### src/rtl/core/cam_pkg.sv
// Shared types and constants for the cartridge address mapper.
// No dependencies; cam_decode, cartridge_address_mapper and cam_checker refer to this package.
package cam_pkg;

  localparam int unsigned DefSramAddrBits   = 15;
  localparam int unsigned DefRomAddrBitsMax = 23;

  localparam int unsigned RomAddrW  = 23;
  localparam int unsigned CopAddrW  = 16;
  localparam int unsigned RawRamW   = 19;
  localparam int unsigned CfgIdxW   = 2;
  localparam int unsigned CfgDataW  = 5;

  localparam logic [CfgIdxW-1:0] RegMappingMode = 2'd0;
  localparam logic [CfgIdxW-1:0] RegRomAddrBits = 2'd1;
  localparam logic [CfgIdxW-1:0] RegRamAddrBits = 2'd2;

  localparam logic [2:0] ModeNone    = 3'd0;
  localparam logic [2:0] ModeLoRom   = 3'd1;
  localparam logic [2:0] ModeHiRom   = 3'd2;
  localparam logic [2:0] ModeExHiRom = 3'd3;
  localparam logic [2:0] ModeLoRomCp = 3'd4;

  localparam logic [4:0] RomAddrBitsRst = 5'd23;

  typedef enum logic [1:0] {
    TGT_NONE = 2'd0,
    TGT_ROM  = 2'd1,
    TGT_RAM  = 2'd2,
    TGT_COP  = 2'd3
  } target_e;

  typedef struct packed {
    logic [2:0] mode;
    logic [4:0] rom_bits;
    logic [3:0] ram_bits;
  } cfg_t;

  typedef struct packed {
    target_e               target;
    logic [RomAddrW-1:0]   rom_addr;
    logic [CopAddrW-1:0]   cop_addr;
    logic                  ram_hit;
    logic                  ram_wr;
  } dec_t;

endpackage

### src/rtl/core/cam_decode.sv
// Address decode of one bus access by mapping mode: target, ROM address,
// coprocessor address and save RAM index. Depends on cam_pkg.
module cam_decode #(
  parameter int unsigned SRAM_ADDR_BITS    = cam_pkg::DefSramAddrBits,
  parameter int unsigned ROM_ADDR_BITS_MAX = cam_pkg::DefRomAddrBitsMax
) (
  input  cam_pkg::cfg_t              cfg_i,
  input  logic                       wr_i,
  input  logic [7:0]                 bank_i,
  input  logic [15:0]                addr_i,
  output cam_pkg::dec_t              dec_o,
  output logic [SRAM_ADDR_BITS-1:0]  ram_idx_o
);

  localparam logic [4:0] RomBitsMax = 5'(ROM_ADDR_BITS_MAX);

  logic                         lo_bank;
  logic                         win;
  logic                         has_ram;
  logic [4:0]                   rom_bits;
  logic [cam_pkg::RomAddrW:0]   rom_mask_full;
  logic [cam_pkg::RomAddrW-1:0] rom_mask;
  logic [cam_pkg::RawRamW-1:0]  ram_mask;
  logic [cam_pkg::RawRamW-1:0]  raw_idx;
  logic [cam_pkg::RomAddrW-1:0] rom_raw;
  logic                         lo_ram_bank;

  always_comb begin
    lo_bank       = ~bank_i[6];
    win           = (addr_i[15:13] == 3'b011);
    has_ram       = (cfg_i.ram_bits != 4'd0);
    rom_bits      = (cfg_i.rom_bits > RomBitsMax) ? RomBitsMax : cfg_i.rom_bits;
    rom_mask_full = ((cam_pkg::RomAddrW+1)'(1) << rom_bits) - (cam_pkg::RomAddrW+1)'(1);
    rom_mask      = rom_mask_full[cam_pkg::RomAddrW-1:0];
    ram_mask      = (cam_pkg::RawRamW'(1) << cfg_i.ram_bits) - cam_pkg::RawRamW'(1);
    lo_ram_bank   = ((bank_i >= 8'h70) && (bank_i < 8'h7E)) || (bank_i >= 8'hF0);

    dec_o          = '0;
    dec_o.target   = cam_pkg::TGT_NONE;
    dec_o.ram_wr   = wr_i;
    raw_idx        = '0;
    rom_raw        = '0;

    case (cfg_i.mode)
      cam_pkg::ModeLoRom, cam_pkg::ModeLoRomCp: begin
        if ((cfg_i.mode == cam_pkg::ModeLoRomCp) && lo_bank && win) begin
          dec_o.target   = cam_pkg::TGT_COP;
          dec_o.cop_addr = addr_i;
        end else if (lo_ram_bank && !addr_i[15] && has_ram) begin
          dec_o.ram_hit = 1'b1;
          dec_o.target  = cam_pkg::TGT_RAM;
          raw_idx       = {bank_i[3:0], addr_i[14:0]};
        end else if (addr_i[15] || bank_i[6]) begin
          if (!wr_i) begin
            rom_raw        = {1'b0, bank_i[6:0], addr_i[14:0]};
            dec_o.target   = cam_pkg::TGT_ROM;
            dec_o.rom_addr = rom_raw & rom_mask;
          end
        end
      end
      cam_pkg::ModeHiRom, cam_pkg::ModeExHiRom: begin
        if (lo_bank && win && has_ram) begin
          dec_o.ram_hit = 1'b1;
          dec_o.target  = cam_pkg::TGT_RAM;
          raw_idx       = {bank_i[5:0], addr_i[12:0]};
        end else if (addr_i[15] || !lo_bank) begin
          if (!wr_i) begin
            rom_raw        = {(cfg_i.mode == cam_pkg::ModeExHiRom) && !bank_i[7],
                              bank_i[5:0], addr_i};
            dec_o.target   = cam_pkg::TGT_ROM;
            dec_o.rom_addr = rom_raw & rom_mask;
          end
        end
      end
      default: begin
        dec_o.target = cam_pkg::TGT_NONE;
      end
    endcase
  end

  assign ram_idx_o = SRAM_ADDR_BITS'(raw_idx & ram_mask);

endmodule

### config.mk
export PLATFORM = sky130hd
export DESIGN_NAME = cam_decode
export DESIGN_NICKNAME = d
export VERILOG_FILES = /design/src/rtl/core/cam_pkg.sv /design/src/rtl/core/cam_decode.sv
export SDC_FILE = /design/constraint.sdc
export NUM_CORES = 1
export LEC_CHECK = 0
export BUFFER_PORTS_ARGS = -buffer_cell sky130_fd_sc_hd__buf_2
export CORE_MARGIN = 2
export CORE_UTILIZATION = 43
export DETAILED_ROUTE_END_ITERATION = 10
export PLACE_DENSITY = 0.8
export SETUP_SLACK_MARGIN = 0.4
export SLEW_MARGIN = 20
export SYNTH_ARGS = -nofsm -noshare
export SYNTH_HDL_FRONTEND = slang
export SYNTH_SLANG_ARGS = --single-unit
### constraint.sdc
create_clock -name vclk -period 3.7
set_input_delay 0.74 -clock vclk [all_inputs]
set_output_delay 0.74 -clock vclk [all_outputs]
set_load 0.02 [all_outputs]
* Word-level counts from Yosys, hierarchy flattened
Index checks and enable logic that the tools add are counted.
** Storage, ports and cells
- Bits in registers :: 0
- Output and inout bits :: 58
** Operators by class
- $add $sub $neg :: 2
- Order comparisons :: 4
- Equal/unequal tests :: 5
- Shift-type cells :: 2
- Muxes and demuxes :: 23
- Bitwise logic cells :: 4
- Reductions and logical operators :: 15
** Operators with widths (count)
- 2-to-1 mux 24 bit :: 4
- 2-to-1 mux 23 bit :: 3
- one-hot mux 23 bit (2 select lines) :: 1
- 2-to-1 mux 15 bit :: 3
- 2-to-1 mux 16 bit :: 2
- one-hot mux 15 bit (2 select lines) :: 1
- AND 22 x 23 -> 23 bit :: 1
- AND 23 bit :: 1
- << shifter 1 x 5 -> 23 bit (first input constant) :: 1
- subtractor 23 x 2 -> 23 bit (second input constant) :: 1
- AND 15 bit :: 1
- << shifter 1 x 4 -> 15 bit (first input constant) :: 1
- subtractor 15 x 2 -> 15 bit (second input constant) :: 1
- == test 3 x 2 -> 1 bit (second input constant) :: 3
- >= comparator 8 x 7 -> 1 bit (second input constant) :: 1
- >= comparator 8 bit (second input constant) :: 1
- logical AND 1 bit :: 8
- < comparator 8 x 7 -> 1 bit (second input constant) :: 1
- 2-to-1 mux 2 bit :: 3
- > comparator 5 bit (second input constant) :: 1
- 2-to-1 mux 5 bit :: 1
- one-hot mux 2 bit (2 select lines) :: 1
- nonzero test 4 bit :: 1
- OR reduction 2 bit :: 2
- 7 further kinds :: 11

* Logic depth before layout (Yosys ltp)
Gate-level depths: netlist (run 1).
- Word-level depth :: 10
- Depth in mapped cells :: 10
- Gate-level depth less buffers :: 8

* Worst setup path after synthesis (run 1)
OpenSTA, ideal clock, no wires.
- Path type :: input-to-output
- Start :: in cfg_i[4] (netlist bit)
- End :: out dec_o[30] (netlist bit)
- Data arrival time :: 2.913 ns
- Data required time :: 2.960 ns
- Slack :: 0.047 ns
- Stages on the path :: 8
- Cells stage by stage :: clkbuf_1 > or2_2 > or2_2 > ha_1 > or2_2 > nor4b_1 > a211oi_1 > nor3_1
** RTL lines
- from (decl) :: line cam_decode.sv:7 : input cam_pkg::cfg_t cfg_i,
- to (decl) :: line cam_decode.sv:11 : output cam_pkg::dec_t dec_o,

==> out/qor.txt, run 1 <==
Seq. cell area: 0 µm²
Syn_area_per_cell: 6.08 µm²
Final setup vio count: 0
FFs & Latches: 0
LEAKAGE: 0.976 nW
Max IR drop VDD: 0.0000529 V
CP Data Arrival Time: 2.67 ns
Total gr overflow: 0
Mux contribution to synthesized area: 0%
DPL Wire Length: 3670 µm
Max-cap viol count: 0
Slowest CP cell: or3_4
Vias/cell: 5.80
Worst-path cell chain: buf_6 > or3_4 > buf_6 > nor2_4 > nand2_2 > ha_4 > buf_4 > nand2_2 > o21ai_0 > o311ai_1 > nor2_2 > buf_4
Area growth syn-to-layout: 57.1%
Crit share post-route: 92.0%
Main combinational cell family by area after synthesis: simple AND/OR/NAND/NOR gates
Worst Path Buf+Inv: 4
Routability cong.: 0.906
Number of clock-tree buffers in the layout: 0
Pins Over Slew Limit: 0
Slew margin rel.: 60.5%
Post-layout net count: 343
Via count: 1942
Height of the chip: 59.3 µm
Synth Area in Adders: 1.91%
Port-buffer cells: 94
Synth Net Count: 255
Most frequent cells in the layout: buf_2, buf_4, nand2_1
Seq/Total Area, Yosys: 0%
Initial core utilization: 44.1%
Hold_buf cts: 0
CP Capture Type: output pin
Hold Fails Final Rpt: 0
Global-route wire length before repair: 7350 µm
Wire per inst: 15.2 µm
Post-layout min period: 3.41 ns
Layout cell share with drive strength beyond 1: 51.0%
Drt first pass iters: 4
Critical path type: input port to output pin
Residual DRC: 0
Row Count: 20
Final antenna diode count: 0
Synthesized area: 0.00131 mm²
Pwr Density: 94.5 mW/mm²
Synth warn: 0
Top-level port count: 95
Type of origin of the critical path: input port
Most common cell after layout, fill and taps aside: buf_2
Design Power: 195 µW
Worst Path Max Fanout: 7
Core Footprint: 0.00298 mm²
Compound-Gate Fraction of Synth Area: 29.9%
Post-Synth Simple-Gate Area: 53.7%
Largest net degree at the start of global routing: 23
Worst-margin pin slew: 0.591 ns
Initial antenna violation count: 0
Max stage delay on crit path: 0.38 ns
Max Clk Rate: 0.294 GHz
Top delay family on crit path: simple AND/OR/NAND/NOR gates
Final TNS setup: 0 ns
Final WL: 5080 µm
Worst Hold Class: input port to output pin
Worst Path Required: 2.96 ns
Status: completed
Hold slack: 1.76 ns
Die Span X: 59.3 µm
Vias in the first global route: 1627
Unique cell type count in the Yosys netlist: 57
Die Area: 0.00351 mm²
Post-Syn Instances: 216
Initial drt markers: 83
Antenna Nets Post-Route: 0
All-layer global routing usage: 25.9%
RSZ-0062 raised after global routing: true
Post-Synth XOR/XNOR Area: 2.67%
[metal layers]
| layer | global-route usage (%) | vias up | share of wire, % |
|---|---|---|---|
| li1 | - | 965 | - |
| met1 | 33.0 | 871 | 41 |
| met2 | 47.9 | 98 | 50 |
| met3 | 1.75 | 8 | 7.5 |
| met4 | 4.22 | 0 | 1.3 |
| met5 | 0 | - | 0 |
[cells by family after synthesis]
logic type | after synthesis
compound gates | 56
other cells | 1
fa+ha+maj | 2
buf+inv | 32
xor+xnor | 4
simple gates | 121
[cells in the mapped netlist, types with 3 or more instances]
library cell   n  share of area, %
a21oi_1       10               3.8
o21ai_0       13               5.0
a211oi_1       7               4.0
clkbuf_1      19               5.4
a31oi_1        3               1.4
buf_6          3               2.6
nand4_1        6               2.9
and2_1        13               6.2
nand2_1       23               6.6
o311ai_0       3               2.0
nor4b_1        7               4.7
nor3_1        14               5.3
nor3b_1        5               2.9
nand4b_1       3               2.0
inv_1          5               1.4
or2_2          4               1.9
o21a_1         3               1.7
nor2_1        20               5.7
nand3_1        6               2.3
[timing repair]
item                                    CTS  global route
endpoints found under the setup margin    8            27
pin swaps                                 4            11
resized for setup                        19            20
buffers inserted                          1             5
[path summary, 6_finish.rpt]
check             startpoint        end  slack [ns]  cells past startpoint
setup / recovery    cfg_i[6]  dec_o[28]        0.29                     12
hold / removal          wr_i   dec_o[0]        1.76                      2
[through the flow]
step           instances  worst slack [ns]  area (µm²)  utilization, %
6_report             335             0.294        2060            69.2
5_1_grt              335             0.238        2060            69.2
3_5_place_dp         329             0.159        1850            62.0
4_1_cts              330             0.344        1920            64.5
3_3_place_gp         329             0.195        1850            62.0
2_1_floorplan        216             0.352        1370               -
[power by group]
group / leakage (nW) / internal [mW] / switching (mW) / total [mW]
combinational: 0.976 / 0.0768 / 0.118 / 0.195
sequential: 0 / 0 / 0 / 0
clock: 0 / 0 / 0 / 0
[final cells by class]
cell class	instances	area, µm²
multi-input combinational	184	1350
timing repair buffer	113	657
fill	277	916
tap	33	41.3
inverter	5	18.8
(Power assumes the default switching activity.)
==> inputs of run 2 (changes only) <==
ABC_AREA = 1   (was default)
CORE_UTILIZATION = 47   (was 43)
PLACE_DENSITY = 0.81   (was 0.8)
==> out/qor.txt, run 2 <==
CP Data Arrival Time: 2.44 ns
Vias in the first global route: 1883
Total gr overflow: 0
Most common cell in the netlist: nand2_1
Type of origin of the critical path: input port
Final setup vio count: 0
Core Footprint: 0.00334 mm²
Post-layout net count: 412
Post-layout min period: 3.18 ns
Critical path type: input port to output pin
Wire per inst: 12.3 µm
Final WL: 5150 µm
Most common cell after layout, fill and taps aside: buf_2
Final Core Density: 64.2%
Via count: 2136
Synthesized area: 0.00164 mm²
Seq/Total Area, Yosys: 0%
Post-synth top cells: nand2_1, inv_1, nor2_1
Height of the chip: 63.1 µm
Max-cap viol count: 0
Crit share post-route: 86.0%
Area growth syn-to-layout: 30.4%
Slew margin rel.: 64.3%
Worst Path Required: 2.96 ns
Status: completed
Largest net degree at the start of global routing: 17
All-layer global routing usage: 25.1%
Pins Over Slew Limit: 0
Initial antenna violation count: 0
Max IR drop VDD: 0.0000451 V
Synth Net Count: 325
Residual DRC: 0
RSZ-0062 raised after global routing: false
Multi-input gate area: 0.00137 mm²
Final antenna diode count: 0
Worst Hold Class: input port to output pin
Die Span X: 63.1 µm
DPL Wire Length: 4290 µm
Vias/cell: 5.12
Syn_area_per_cell: 5.74 µm²
Top-level port count: 95
Number of clock-tree buffers in the layout: 0
Initial core utilization: 49.2%
Initial drt markers: 121
Final TNS setup: 0 ns
Synth warn: 0
Layout cell share with drive strength beyond 1: 42.3%
Antenna Nets Post-Route: 0
FFs & Latches: 0
Most frequent cells in the layout: buf_2, nand2_1, inv_1
Max Clk Rate: 0.314 GHz
Die Area: 0.00398 mm²
Routability cong.: 0.940
Area leader, netlist: nand2_1
Unique cell type count in the Yosys netlist: 43
Hold_buf cts: 0
LEAKAGE: 1.21 nW
Post-Syn Instances: 286
Port-buffer cells: 94
Worst-margin pin slew: 0.534 ns
CP Capture Type: output pin
Drt first pass iters: 4
Row Count: 21
Pwr Density: 99.9 mW/mm²
Synth top area cells: nand2_1, inv_1, nor2_1
Fill cells: 337
Global-route wire length before repair: 8470 µm
Hold Fails Final Rpt: 0
Seq. cell area: 0 µm²
Share of Yosys cell area claimed by the top area cell type: 11.4%
Worst Path Max Fanout: 9
Post-CTS setup repair buffer count: 0
run 2: changes by cell type after synthesis, moves of 7 or more:
| cell | change |
|---|---|
| inv_1 | +41 |
| nand2_1 | +27 |
| nor2_1 | +22 |
| clkbuf_1 | -18 |
| nand3_1 | +17 |
| and2_1 | -13 |
| nor3_2 | +12 |
| nor3_1 | -8 |
| nor2_2 | +7 |
| nor4b_1 | -7 |
run 2: path summary, 6_finish.rpt:
check  startpoint   endpoint  slack (ns)  cells past startpoint
max      cfg_i[5]  dec_o[28]        0.52                     14
min          wr_i   dec_o[0]        1.71                      2
run 2: cells by family after synthesis:
logic type      Yosys count  share of synthesized area (%)
compound gates           33                           12.5
xor+xnor                  4                           2.13
fa+ha+maj                 2                           1.52
buf+inv                  65                           18.2
other cells               1                          0.228
simple gates            181                           65.4
run 2: power by group:
part           switching [mW]  total, mW  leakage, nW  internal, mW
logic                   0.145      0.214         1.21        0.0687
registers                   0          0            0             0
clock network               0          0            0             0
total                   0.145      0.214         1.21        0.0687
run 2: worst max-delay path: stages:
cell      delay (ns)
clkbuf_4        0.18
inv_4           0.10
nand3_2         0.12
nor2_4          0.12
inv_1           0.08
nor2_2          0.13
inv_1           0.07
ha_1            0.23
nand2_4         0.13
inv_1           0.10
nand3_1         0.09
xnor2_1         0.15
nor3_2          0.05
buf_4           0.15
run 2: area by class of cell:
class	count	share of cell area, %
Inverter	54	9.93
Multi-Input combinational cell	221	63.9
Tap cell	46	2.69
Timing Repair Buffer	96	23.5
run 2: routing by layer:
| metal | wire length (µm) | GRT usage [%] |
|---|---|---|
| met5 | 0 | 0 |
| met4 | 0 | 0 |
| met3 | 429 | 3.75 |
| met2 | 2440 | 43.5 |
| met1 | 2280 | 34.7 |
run 2: timing repair:
action                                  in CTS  in global routing
endpoints found under the setup margin       0                  6
gates resized for setup                      0                 14
hold endpoints to repair                     0                  0
run 2: stage by stage:
stage	instances	setup WS, ns	power, mW	hold WS [ns]	cell area (µm²)
2_1_floorplan	286	0.594	0.147	1.58	1640
3_3_place_gp	417	0.499	0.206	1.71	2100
3_5_place_dp	417	0.463	0.206	1.71	2100
4_1_cts	417	0.459	0.207	1.71	2100
5_1_grt	417	0.365	0.235	1.73	2140
6_report	417	0.519	0.214	1.71	2140
==> inputs of run 3 (changes only) <==
CORE_UTILIZATION = 51   (was 47)
PLACE_DENSITY = 0.87   (was 0.81)
clock period = 3.8 ns   (was 3.7 ns; I/O delays follow)
==> out/qor.txt, run 3 (synthesis results as in run 2) <==
LEAKAGE: 1.19 nW
Post-layout min period: 3.25 ns
Die Area: 0.00369 mm²
Die Span X: 60.8 µm
CP Capture Type: output pin
Cell internal pwr: 64.2 µW
Status: completed
Sw Pwr: 139 µW
Initial core utilization: 53.8%
Post-layout net count: 410
Design Power: 203 µW
Core Footprint: 0.00305 mm²
Final non-filler cell total: 413
Largest net degree at the start of global routing: 18
Wire per inst: 12.5 µm
Worst Path Required: 3.04 ns
Post-place setup slack: 0.422 ns
DPL Wire Length: 4300 µm
Final WL: 5170 µm
Hold slack: 1.75 ns
Critical path type: input port to output pin
Worst Hold Class: input port to output pin
Drt first pass iters: 4
Vias in the first global route: 1847
Vias/cell: 5.19
Row Count: 20
Final setup vio count: 0
Crit share post-route: 85.6%
Top-level port count: 95
Sw frac: 68.4%
Max IR drop VDD: 0.0000620 V
Layout cell share with drive strength beyond 1: 41.5%
Residual DRC: 0
Final antenna diode count: 0
Seq. cell area: 0 µm²
RSZ-0062 raised after global routing: false
Hold Path Depth: 2
Height of the chip: 60.8 µm
Antenna Nets Post-Route: 0
Worst-margin pin slew: 0.519 ns
Slew margin rel.: 65.4%
Seq pwr share: 0%
Placed instance area: 0.00208 mm²
Clock power share: 0%
Pwr Density: 96.7 mW/mm²
Pins Over Slew Limit: 0
Worst Path Max Fanout: 9
Port-buffer cells: 94
Design area: 0.00210 mm²
Post-CTS setup repair buffer count: 0
Type of origin of the critical path: input port
Final Core Density: 68.9%
CP Data Arrival Time: 2.49 ns
Global-route wire length before repair: 8040 µm
Max-cap viol count: 0
Area growth syn-to-layout: 28.0%
Most frequent cells in the layout: buf_2, nand2_1, inv_1
Combinational fraction of design power: 100.0%
Max Clk Rate: 0.308 GHz
Routability cong.: 0.994
Total gr overflow: 0
Most common cell after layout, fill and taps aside: buf_2
All-layer global routing usage: 27.8%
Initial antenna violation count: 0
Initial drt markers: 103
Placed cell count: 413
Final Worst Setup Slack: 0.549 ns
Number of clock-tree buffers in the layout: 0
Hold Fails Final Rpt: 0
Final TNS setup: 0 ns
FFs & Latches: 0
Via count: 2144
[run 3: changes by cell type in the layout (fill, tap and decap cells not counted)]
| cell | delta |
|---|---|
| inv_4 | -1 |
| a21oi_1 | +2 |
| buf_4 | -4 |
| buf_2 | +4 |
| inv_2 | +1 |
| nand2_2 | +1 |
| nand2_4 | -1 |
| buf_6 | +1 |
| a21oi_2 | -2 |
| clkbuf_4 | -3 |
[run 3: per-layer routing]
metal | track usage (%) | vias to the layer above | part of all wire (%)
met2 | 50.8 | 104 | 48
met5 | 0 | - | 0
met1 | 38.4 | 933 | 45
li1 | - | 1105 | -
met4 | 0.932 | 0 | 0.41
met3 | 0.640 | 2 | 7.0
[run 3: repair_timing]
item                                    CTS  global route
hold buffers                              0             0
gates resized for setup                   0             9
endpoints found under the setup margin    0             6
[run 3: worst paths after layout]
check,endpoint,slack [ns],startpoint
max,dec_o[32],0.55,cfg_i[5]
min,dec_o[0],1.75,wr_i
[run 3: critical path: stages]
cell     delay [ns]
buf_2          0.17
inv_2          0.13
nand3_2        0.13
nor2_4         0.13
inv_1          0.08
nor2_2         0.12
inv_1          0.06
ha_1           0.23
nand2_4        0.13
nor2_8         0.05
nand2_2        0.11
nand3_1        0.08
a21oi_1        0.14
buf_2          0.18
[run 3: area by class of cell]
cell class                      count  area (µm²)
Inverter                           54         210
Fill cell                         310         950
Tap cell                           44        55.1
Multi-Input combinational cell    221        1360
Timing Repair Buffer               94         482
[run 3: power groups by stage]
stage               Clock, mW  Sequential (mW)  Combinational [mW]
floorplan                   0                0               0.144
global placement            0                0               0.198
detailed placement          0                0               0.199
CTS                         0                0               0.200
global route                0                0               0.224
finish                      0                0               0.203
